## src/hw/rtl/sender_filtered_mailbox_macros.svh

```systemverilog
// assertion macros for the mailbox block
// no dependencies; clocked on clk_i, reset rst_ni
`ifndef SENDER_FILTERED_MAILBOX_MACROS_SVH
`define SENDER_FILTERED_MAILBOX_MACROS_SVH

// checked only outside reset
`define SFM_ASSERT(lbl, prop, msg) \
  lbl: assert property (@(posedge clk_i) disable iff (!rst_ni) (prop)) else $error(msg);

// checked during reset too
`define SFM_ASSERT_ALWAYS(lbl, prop, msg) \
  lbl: assert property (@(posedge clk_i) (prop)) else $error(msg);

`endif

```

## src/hw/rtl/sfm_pkg.sv

```systemverilog
// shared types, constants and codes of the mailbox block
// no dependencies
package sfm_pkg;
  localparam int unsigned Slots = 16;
  localparam int unsigned QueueDepth = 16;
  localparam int unsigned SlotW = $clog2(Slots);
  localparam int unsigned PosW = $clog2(QueueDepth);
  localparam int unsigned CntW = $clog2(QueueDepth + 1);
  localparam int unsigned AddrW = SlotW + PosW;
  localparam int unsigned SrcW = $clog2(Slots + 1);

  localparam logic [2:0] StOk = 3'd0;
  localparam logic [2:0] StBadDest = 3'd1;
  localparam logic [2:0] StFull = 3'd2;
  localparam logic [2:0] StBadLen = 3'd3;
  localparam logic [2:0] StNoMatch = 3'd4;
  localparam logic [2:0] StBlocked = 3'd5;

  localparam logic CfgMaxPayload = 1'b0;
  localparam logic CfgQueueLimit = 1'b1;

  typedef enum logic [2:0] {
    S_IDLE, S_SEND, S_RD, S_CMP, S_SH_RD, S_SH_WR
  } state_e;

  typedef struct packed {
    logic [31:0] id;
    logic [31:0] mtype;
    logic [12:0] len;
    logic [3:0]  sender;
    logic [31:0] ref_h;
  } entry_t;

  typedef struct packed {
    logic load;
    logic send_exec;
    logic scan_rd;
    logic scan_cmp;
    logic recv_fail;
    logic shift_rd;
    logic shift_wr;
    logic recv_done;
  } cmd_t;

  typedef struct packed {
    logic is_recv;
    logic idx_end;
    logic next_end;
    logic match;
  } sts_t;
endpackage

```

## src/hw/rtl/sfm_ctrl.sv

```systemverilog
// controller state machine of the mailbox block
// depends on sfm_pkg
module sfm_ctrl (
  input  logic          clk_i,
  input  logic          rst_ni,
  input  logic          start_i,
  input  sfm_pkg::sts_t sts_i,
  output sfm_pkg::cmd_t cmd_o,
  output logic          busy_o
);
  sfm_pkg::state_e state_q, state_d;

  always_ff @(posedge clk_i or negedge rst_ni) begin
    if (!rst_ni) begin
      state_q <= sfm_pkg::S_IDLE;
    end else begin
      state_q <= state_d;
    end
  end

  always_comb begin
    state_d = state_q;
    case (state_q)
      sfm_pkg::S_IDLE: begin
        if (start_i) state_d = sfm_pkg::S_SEND;
      end
      sfm_pkg::S_SEND: begin
        if (sts_i.is_recv) state_d = sfm_pkg::S_RD;
        else state_d = sfm_pkg::S_IDLE;
      end
      sfm_pkg::S_RD: begin
        if (sts_i.idx_end) state_d = sfm_pkg::S_IDLE;
        else state_d = sfm_pkg::S_CMP;
      end
      sfm_pkg::S_CMP: begin
        if (sts_i.match) state_d = sfm_pkg::S_SH_RD;
        else state_d = sfm_pkg::S_RD;
      end
      sfm_pkg::S_SH_RD: begin
        if (sts_i.next_end) state_d = sfm_pkg::S_IDLE;
        else state_d = sfm_pkg::S_SH_WR;
      end
      sfm_pkg::S_SH_WR: state_d = sfm_pkg::S_SH_RD;
      default: state_d = sfm_pkg::S_IDLE;
    endcase
  end

  always_comb begin
    cmd_o = '0;
    busy_o = 1'b1;
    case (state_q)
      sfm_pkg::S_IDLE: begin
        busy_o = 1'b0;
        cmd_o.load = start_i;
      end
      sfm_pkg::S_SEND: cmd_o.send_exec = !sts_i.is_recv;
      sfm_pkg::S_RD: begin
        cmd_o.scan_rd = !sts_i.idx_end;
        cmd_o.recv_fail = sts_i.idx_end;
      end
      sfm_pkg::S_CMP: cmd_o.scan_cmp = 1'b1;
      sfm_pkg::S_SH_RD: begin
        cmd_o.shift_rd = !sts_i.next_end;
        cmd_o.recv_done = sts_i.next_end;
      end
      sfm_pkg::S_SH_WR: cmd_o.shift_wr = 1'b1;
      default: cmd_o = '0;
    endcase
  end
endmodule

```

## config.mk

```make
export PLATFORM = sky130hd
export DESIGN_NAME = sfm_ctrl
export DESIGN_NICKNAME = d
export VERILOG_FILES = /design/src/hw/rtl/sender_filtered_mailbox_macros.svh /design/src/hw/rtl/sfm_pkg.sv /design/src/hw/rtl/sfm_ctrl.sv
export SDC_FILE = /design/constraint.sdc
export NUM_CORES = 1
export LEC_CHECK = 0
export BUFFER_PORTS_ARGS = -buffer_cell sky130_fd_sc_hd__buf_2
export CAP_MARGIN = 20
export CORE_AREA = 2 2 39 41
export CTS_CLUSTER_SIZE = 12
export DETAILED_ROUTE_END_ITERATION = 6
export DIE_AREA = 0 0 41 43
export PLACE_DENSITY = 0.48
export SYNTH_ARGS = -nofsm -noshare
export SYNTH_HDL_FRONTEND = slang
export SYNTH_SLANG_ARGS = --single-unit
```

## constraint.sdc

```tcl
create_clock -name clk_i -period 2.8 [get_ports clk_i]
set_input_delay 0.14 -clock clk_i [delete_from_list [all_inputs] [get_ports clk_i]]
set_output_delay 0.14 -clock clk_i [all_outputs]
set_load 0.01 [all_outputs]
```

==> results of run 1 <==
## routing by layer
layer	up-vias	global-route usage	routed length [µm]
li1	133	-	-
met4	0	0.0600	0
met5	-	0	0
met2	9	0.103	273
met3	0	0.0471	35
met1	114	0.107	292
## final cells by class
| class | instances | share of cell area |
|---|---|---|
| clock buffers | 4 | 0.0734 |
| flip-flops and latches | 3 | 0.210 |
| repair buffers | 16 | 0.238 |
| well taps | 16 | 0.0559 |
| multi-input cells | 18 | 0.392 |
| inverters | 3 | 0.0315 |
## repair_timing
| item | 4_1_cts | 5_1_grt |
|---|---|---|
| hold buffers | 1 | 0 |
| resized for setup | 0 | 0 |
| endpoints found under the setup margin | 0 | 0 |
| hold endpoints to repair | 3 | 0 |
## kinds of logic after synthesis
logic type,Yosys count,share of synthesized area
buffers and inverters,6,0.153
DFF,3,0.296
and+or+nand+nor,12,0.325
muxes,1,0.0591
AOI/OAI and AO/OA,5,0.167
## worst paths after layout
check / endpoint / slack, ns / cells past startpoint
max in group asynchronous: state_q[2] / 2.46 / 2
setup / recovery: cmd_o[7] / 1.31 / 3
hold reg to reg: state_q[1] / 0.62 / 1
setup reg to reg: state_q[1] / 1.68 / 2
hold / removal: state_q[2] / 0.17 / 2
min in group asynchronous: state_q[1] / 0.23 / 2
## power by group through the flow
| stage | Sequential, mW | Clock (mW) | Combinational [mW] |
|---|---|---|---|
| 2_1_floorplan | 0.0691 | 0 | 0.162 |
| 3_3_place_gp | 0.108 | 0 | 0.152 |
| 3_5_place_dp | 0.107 | 0 | 0.152 |
| 4_1_cts | 0.107 | 0.0794 | 0.154 |
| 5_1_grt | 0.115 | 0.0856 | 0.170 |
| 6_report | 0.107 | 0.0760 | 0.152 |
## cells in the mapped netlist
master / instances
nor4b_1: 2
a211oi_2: 1
mux2_4: 1
and3b_1: 1
buf_6: 2
nand2b_1: 1
nor4_1: 2
nor2_1: 1
buf_2: 1
nor2b_1: 2
a21oi_1: 1
and4_1: 1
o311a_1: 1
and3_1: 1
dfrtp_1: 3
or3_1: 1
a32o_1: 1
o21ai_0: 1
inv_1: 3
## through the flow
stage | hold WS (ns) | cells | area (µm²) | power (mW)
2_1_floorplan | -0.156 | 27 | 254 | 0.231
3_3_place_gp | -0.0597 | 55 | 322 | 0.260
3_5_place_dp | -0.0573 | 55 | 322 | 0.259
4_1_cts | 0.162 | 60 | 358 | 0.340
5_1_grt | 0.180 | 60 | 358 | 0.371
6_report | 0.166 | 60 | 358 | 0.335
## worst max-delay path, delay by kind of cell, from the launching register on
kind	cells	cell delay (ns)
and+or+nand+nor	2	0.52
buffers and inverters	1	0.13
DFF	1	0.48
==> flow_summary.toml, run 1 <==
[routing]
drt-wirelength-per-cell_um = 10.0
viasPerCell = 4.27
drtAntennaViolNets = 0
first_pass_iters = 2
drc = 0
drtIter0Drc = 4
wl_um = 601
via_count = 256

[synth]
yosysUniqueCellTypes = 19
ys_seq_elements = 3
yosys_warnings = 0
synthesis.nets = 34
yosysSeqAreaShare = 0.296
synth_top_area_cell = "dfrtp_1"
synthCells = 27
yosysTopAreaCellShare = 0.296
syn_area_um2 = 254
synthTopCellsByArea = "dfrtp_1, buf_6, nor4b_1, mux2_4, a211oi_2"
syn_area_per_cell_um2 = 9.41

[placement]
dpl_worst_slack_ns = 1.54
gp_congestion = 0.716
detailed_place_hpwl_um = 483
port_buffers = 15

[sta]
fmax_mhz = 669
worstMarginPinSlew_ns = 0.322
setup_viol = 0
relSlewSlack = 0.785
slew_viol_final = 0
layout_setup_ws_ns = 1.31
finalHoldViolations = 0
fin_skew_ns = 0.00395
min_period_ns = 1.49
rsz0062_at_grt = "no"
tns_ns = 0
fin_crit_sh = 0.534

[worst_hold_path]
worstHoldStart = "sts_i[0]"
hp-class = "in -> reg"

[power_and_ir_drop]
power_frac_seq = 0.320
internal_power_mw = 0.194
irDropWorstVdd_mv = 0.269
switching_share = 0.422
p_leak_nw = 0.190
switchingPower_mw = 0.141
power_density_mw_per_mm2 = 936
p_comb_frac = 0.453
p_clk_frac = 0.227

[global_route]
antenna_found_initial = 0
track_usage = 0.0846
grt_pass1_wl_um = 945
overflow = 0
grt_max_degree = 13
grt_pass1_vias = 215

[layout]
drive_above_1_share = 0.455
top_register = "state_q"
fill_cells = 155
final_common_cell = "buf_2"
seq_area_um2 = 75.1
num-nets-final = 52
syn2layout_area_growth_pct = 40.9
reg.largest.list = "state_q: 3 flops"
num_antenna_cells = 0
multiInputGateArea_um2 = 140
layout_common_cells = "buf_2, inv_1, clkbuf_4, dfrtp_1"
largest_reg_flops = 3
postLayoutCoreUtil = 0.259

[floorplan]
die_x_um = 41
initial_utilization = 0.184
core_area_mm2 = 0.00138
dieArea_mm2 = 0.00176
num_io_pins = 16
num_rows = 14
die_h_um = 43

[critical_path]
required_ns = 2.66
worstPathArrival_ns = 1.35
cpMaxStageDelayCell = "dfrtp_1"
critPathMaxStageDelay_ns = 0.48
path_class = "reg -> out"
cp-startpoint = "state_q[2]"
cp_cell_sequence = "or3_1, nor2_1, buf_2"
r2r_start = "state_q[0]"
critPathMaxFanout = 12
worstSetupEndpointType = "primary output"
start_kind = "flop"

[run_status]
status = "complete, no violations"

[clock_tree]
cts_buffer_depth = 2
htree_levels = 1
clk_pin_slew_ns = 0.04
cts_tree = "yes"
clockRootBuffer = "clkbuf_4"
clkSinkCount = 3
cts_buffers = 3
clk_latency_ns = 0.23
post_cts_buffers = 0

[run]
maxCapViolations = 0
No activity file was read; power rests on OpenSTA's default activity.
==> run 2: changes to the inputs <==
==> constraint.sdc (replaced) <==
create_clock -name clk_i -period 1.5 [get_ports clk_i]
set_input_delay 0.075 -clock clk_i [delete_from_list [all_inputs] [get_ports clk_i]]
set_output_delay 0.075 -clock clk_i [all_outputs]
set_load 0.01 [all_outputs]
==> flow_summary.toml, run 2 (synthesis gave the netlist of run 1 again) <==
[run_status]
status = "complete, no violations"

[layout]
num-nets-final = 52
largest_reg_flops = 3
fill_cells = 154
num_antenna_cells = 0
reg.largest.list = "state_q: 3 flops"
top_register = "state_q"
drive_above_1_share = 0.523
stdcell_count = 60
layout_common_cells = "buf_2, inv_1, clkbuf_4"
postLayoutCoreUtil = 0.264
final_common_cell = "buf_2"
syn2layout_area_growth_pct = 43.8

[floorplan]
num_rows = 14
initial_utilization = 0.184
dieArea_mm2 = 0.00176
core_area_mm2 = 0.00138
die_h_um = 43
die_x_um = 41
num_io_pins = 16

[sta]
rsz0062_at_grt = "no"
fin_crit_sh = 0.925
slew_viol_final = 0
fin_skew_ns = 0.00417
min_period_ns = 1.39
worstMarginPinSlew_ns = 0.289
finalHoldViolations = 0
tns_ns = 0
relSlewSlack = 0.807
fmax_mhz = 720
setup_viol = 0

[global_route]
antenna_found_initial = 0
grt_pass1_vias = 213
overflow = 0
grt_pass1_wl_um = 931
grt_max_degree = 13
track_usage = 0.0836

[critical_path]
worstPathArrival_ns = 1.31
required_ns = 1.42
critPathMaxFanout = 12
worstSetupEndpointType = "primary output"
crit_family = "simple AND/OR/NAND/NOR gates"
path_buf_inv = 1
start_kind = "flop"
critPathMaxStageDelay_ns = 0.47
cp_cell_sequence = "or3_4, nor2_1, buf_2"
cpMaxStageDelayCell = "dfrtp_2"
path_class = "reg -> out"

[routing]
wl_um = 601
drc = 0
drt-wirelength-per-cell_um = 10.0
via_count = 257
viasPerCell = 4.28
first_pass_iters = 2
drtIter0Drc = 4
drtAntennaViolNets = 0

[run]
maxCapViolations = 0

[clock_tree]
clk_pin_slew_ns = 0.04
cts_tree = "yes"
clkSinkCount = 3
clockRootBuffer = "clkbuf_4"
clk_latency_ns = 0.23
htree_levels = 1
cts_buffer_depth = 2
cts_buffers = 3

[power_and_ir_drop]
irDropWorstVdd_mv = 0.544
switching_share = 0.411
switchingPower_mw = 0.266
p_leak_nw = 0.188
p_comb_frac = 0.461
p_clk_frac = 0.219
internal_power_mw = 0.381
power_density_mw_per_mm2 = 1770
power_frac_seq = 0.320

[worst_hold_path]
hp-class = "in -> reg"

[placement]
gp_congestion = 0.711
detailed_place_hpwl_um = 480
port_buffers = 15
place_inst = 55
-- run 2: cell counts in the layout (fill, tap and decap cells not counted) --
Identical to the previous run, type by type.
-- run 2: per-stage QoR --
step	cell area [µm²]	power (mW)	hold WS (ns)	setup slack (ns)
after CTS	358	0.635	0.0968	0.0524
after detailed placement	322	0.485	-0.122	0.309
after global routing	365	0.717	0.115	0.00609
final	365	0.647	0.101	0.112
after global placement	322	0.486	-0.125	0.313
after floorplan	254	0.432	-0.221	0.351
-- run 2: final timing paths --
path | from | endpoint | slack [ns] | cells after the start
setup / recovery | state_q[2] | cmd_o[7] | 0.11 | 3
hold / removal | sts_i[0] | state_q[2] | 0.10 | 2
setup reg to reg | state_q[0] | state_q[1] | 0.37 | 2
hold reg to reg | state_q[2] | state_q[1] | 0.54 | 1
max in group asynchronous | rst_ni | state_q[2] | 1.21 | 2
min in group asynchronous | rst_ni | state_q[0] | 0.17 | 2
-- run 2: power groups by stage --
stage / registers [mW] / logic, mW / clock network [mW]
floorplan: 0.129 / 0.303 / 0
global placement: 0.203 / 0.283 / 0
detailed placement: 0.201 / 0.283 / 0
CTS: 0.199 / 0.288 / 0.148
global route: 0.220 / 0.334 / 0.162
finish: 0.207 / 0.298 / 0.142
-- run 2: area by class of cell --
class | count | area [µm²] | area share
Clock buffer | 4 | 26.3 | 0.0719
Inverter | 3 | 11.3 | 0.0308
Multi-Input combinational cell | 18 | 145 | 0.397
Sequential cell | 3 | 77.6 | 0.212
Tap cell | 16 | 20.0 | 0.0548
Timing Repair Buffer | 16 | 85.1 | 0.233
-- run 2: worst reg2reg max path, stage by stage, from the launching register on --
cell and delay (ns):
dfrtp_1 0.50, mux2_4 0.34, a211oi_2 0.21
-- run 2: what timing repair did --
item | CTS | global route
buffers inserted | 0 | 0
endpoints found under the hold margin | 3 | 0
gates resized for setup | 0 | 3
setup endpoints to repair | 0 | 2
hold buffers | 1 | 0
-- run 2: per-layer routing --
metal | GRT usage | vias up | wire [µm]
met5 | 0 | - | 0
met4 | 0.0600 | 0 | 0
met3 | 0.0471 | 0 | 37
met2 | 0.103 | 9 | 272
met1 | 0.104 | 115 | 291
li1 | - | 133 | -
==> run 3: changes to the inputs <==
--- a/config.mk
+++ b/config.mk
@@ -12,6 +12,7 @@
 export DETAILED_ROUTE_END_ITERATION = 6
 export DIE_AREA = 0 0 41 43
 export PLACE_DENSITY = 0.48
+export RECOVER_POWER = 100
 export SYNTH_ARGS = -nofsm -noshare
 export SYNTH_HDL_FRONTEND = slang
 export SYNTH_SLANG_ARGS = --single-unit
==> flow_summary.toml, run 3 (synthesis gave the netlist of run 1 again) <==
[layout]
syn2layout_area_growth_pct = 38.4
reg.largest.list = "state_q: 3 flops"
num-nets-final = 52
layout_common_cells = "clkbuf_1, buf_2, inv_1, clkbuf_4"
stdcell_count = 60
seq_area_um2 = 77.6
multiInputGateArea_um2 = 141
num_antenna_cells = 0
largest_reg_flops = 3
fill_cells = 160
drive_above_1_share = 0.318
top_register = "state_q"
final_common_cell = "clkbuf_1"
postLayoutCoreUtil = 0.254

[routing]
via_count = 259
drtAntennaViolNets = 0
viasPerCell = 4.32
drtIter0Drc = 1
drt-wirelength-per-cell_um = 10.1
drc = 0
first_pass_iters = 2
wl_um = 604

[floorplan]
die_h_um = 43
initial_utilization = 0.184
die_x_um = 41
core_area_mm2 = 0.00138
num_rows = 14
num_io_pins = 16
dieArea_mm2 = 0.00176

[run_status]
status = "complete, no violations"

[global_route]
use_met2 = 0.103
top_usage_layer = "met1"
grt_pass1_wl_um = 931
grt_max_degree = 13
track_usage = 0.0836
grt_pass1_vias = 213
use_met1 = 0.104
grt_use_met3 = 0.0471
antenna_found_initial = 0
overflow = 0

[clock_tree]
clk_pin_slew_ns = 0.04
clockRootBuffer = "clkbuf_4"
post_cts_buffers = 0
clkSinkCount = 3
cts_buffers = 3
cts_buffer_depth = 2
cts_tree = "yes"
htree_levels = 1
clk_latency_ns = 0.23

[sta]
layout_setup_ws_ns = 0.109
worstMarginPinSlew_ns = 0.261
fmax_mhz = 719
setup_viol = 0
slew_viol_final = 0
relSlewSlack = 0.823
fin_crit_sh = 0.927
whs_ns = 0.101
tns_ns = 0
rsz0062_at_grt = "no"
finalHoldViolations = 0
fin_skew_ns = 0.00375
min_period_ns = 1.39

[critical_path]
worstSetupEndpointType = "primary output"
required_ns = 1.42
worstPathArrival_ns = 1.32
start_kind = "flop"
critPathMaxFanout = 12
path_class = "reg -> out"

[placement]
gp_congestion = 0.711
dpl_worst_slack_ns = 0.309
detailed_place_hpwl_um = 480
place_inst = 55
port_buffers = 15

[worst_hold_path]
hp-class = "in -> reg"

[power_and_ir_drop]
irDropWorstVdd_mv = 0.545
p_leak_nw = 0.152
power_density_mw_per_mm2 = 1790

[run]
maxCapViolations = 0
[run 3: critical path, cell delays in order, from the launching register on]
cell,delay (ns)
dfrtp_2,0.47
or3_4,0.41
nor2_1,0.08
buf_2,0.13
[run 3: path summary, 6_finish.rpt]
check	start	end	slack, ns	depth (start not counted)
setup / recovery	state_q[2]	cmd_o[7]	0.11	3
hold / removal	sts_i[0]	state_q[2]	0.10	2
setup reg to reg	state_q[0]	state_q[1]	0.33	2
hold reg to reg	state_q[2]	state_q[1]	0.55	1
max in group asynchronous	rst_ni	state_q[2]	1.14	2
min in group asynchronous	rst_ni	state_q[0]	0.18	2
[run 3: repair_timing]
item | 4_1_cts | 5_1_grt
hold endpoints to repair | 3 | 0
setup endpoints to repair | 0 | 2
gates resized for setup | 0 | 3
hold buffers | 1 | 0
[run 3: power breakdown]
| group | total (mW) | switching (mW) | internal [mW] |
|---|---|---|---|
| Clock | 0.142 | 0.0419 | 0.0997 |
| Sequential | 0.206 | 0.0866 | 0.119 |
| Combinational | 0.283 | 0.138 | 0.145 |
[run 3: metal layers]
metal / routed length (µm) / vias up / share of wire
met4: 0 / 0 / 0
met3: 35 / 0 / 0.058
li1: - / 134 / -
met1: 295 / 116 / 0.49
met5: 0 / - / 0
met2: 274 / 9 / 0.45
[run 3: final cells by class]
| type | count | area share |
|---|---|---|
| multi-input combinational | 18 | 0.402 |
| sequential | 3 | 0.221 |
| timing repair buffer | 16 | 0.214 |
| clock buffer | 4 | 0.0747 |
| tap | 16 | 0.0569 |
| inverter | 3 | 0.0320 |
[run 3: metrics by stage]
| step | cell area [µm²] | power, mW |
|---|---|---|
| floorplan | 254 | 0.432 |
| global placement | 322 | 0.486 |
| detailed placement | 322 | 0.485 |
| CTS | 358 | 0.635 |
| global route | 352 | 0.700 |
| finish | 352 | 0.630 |
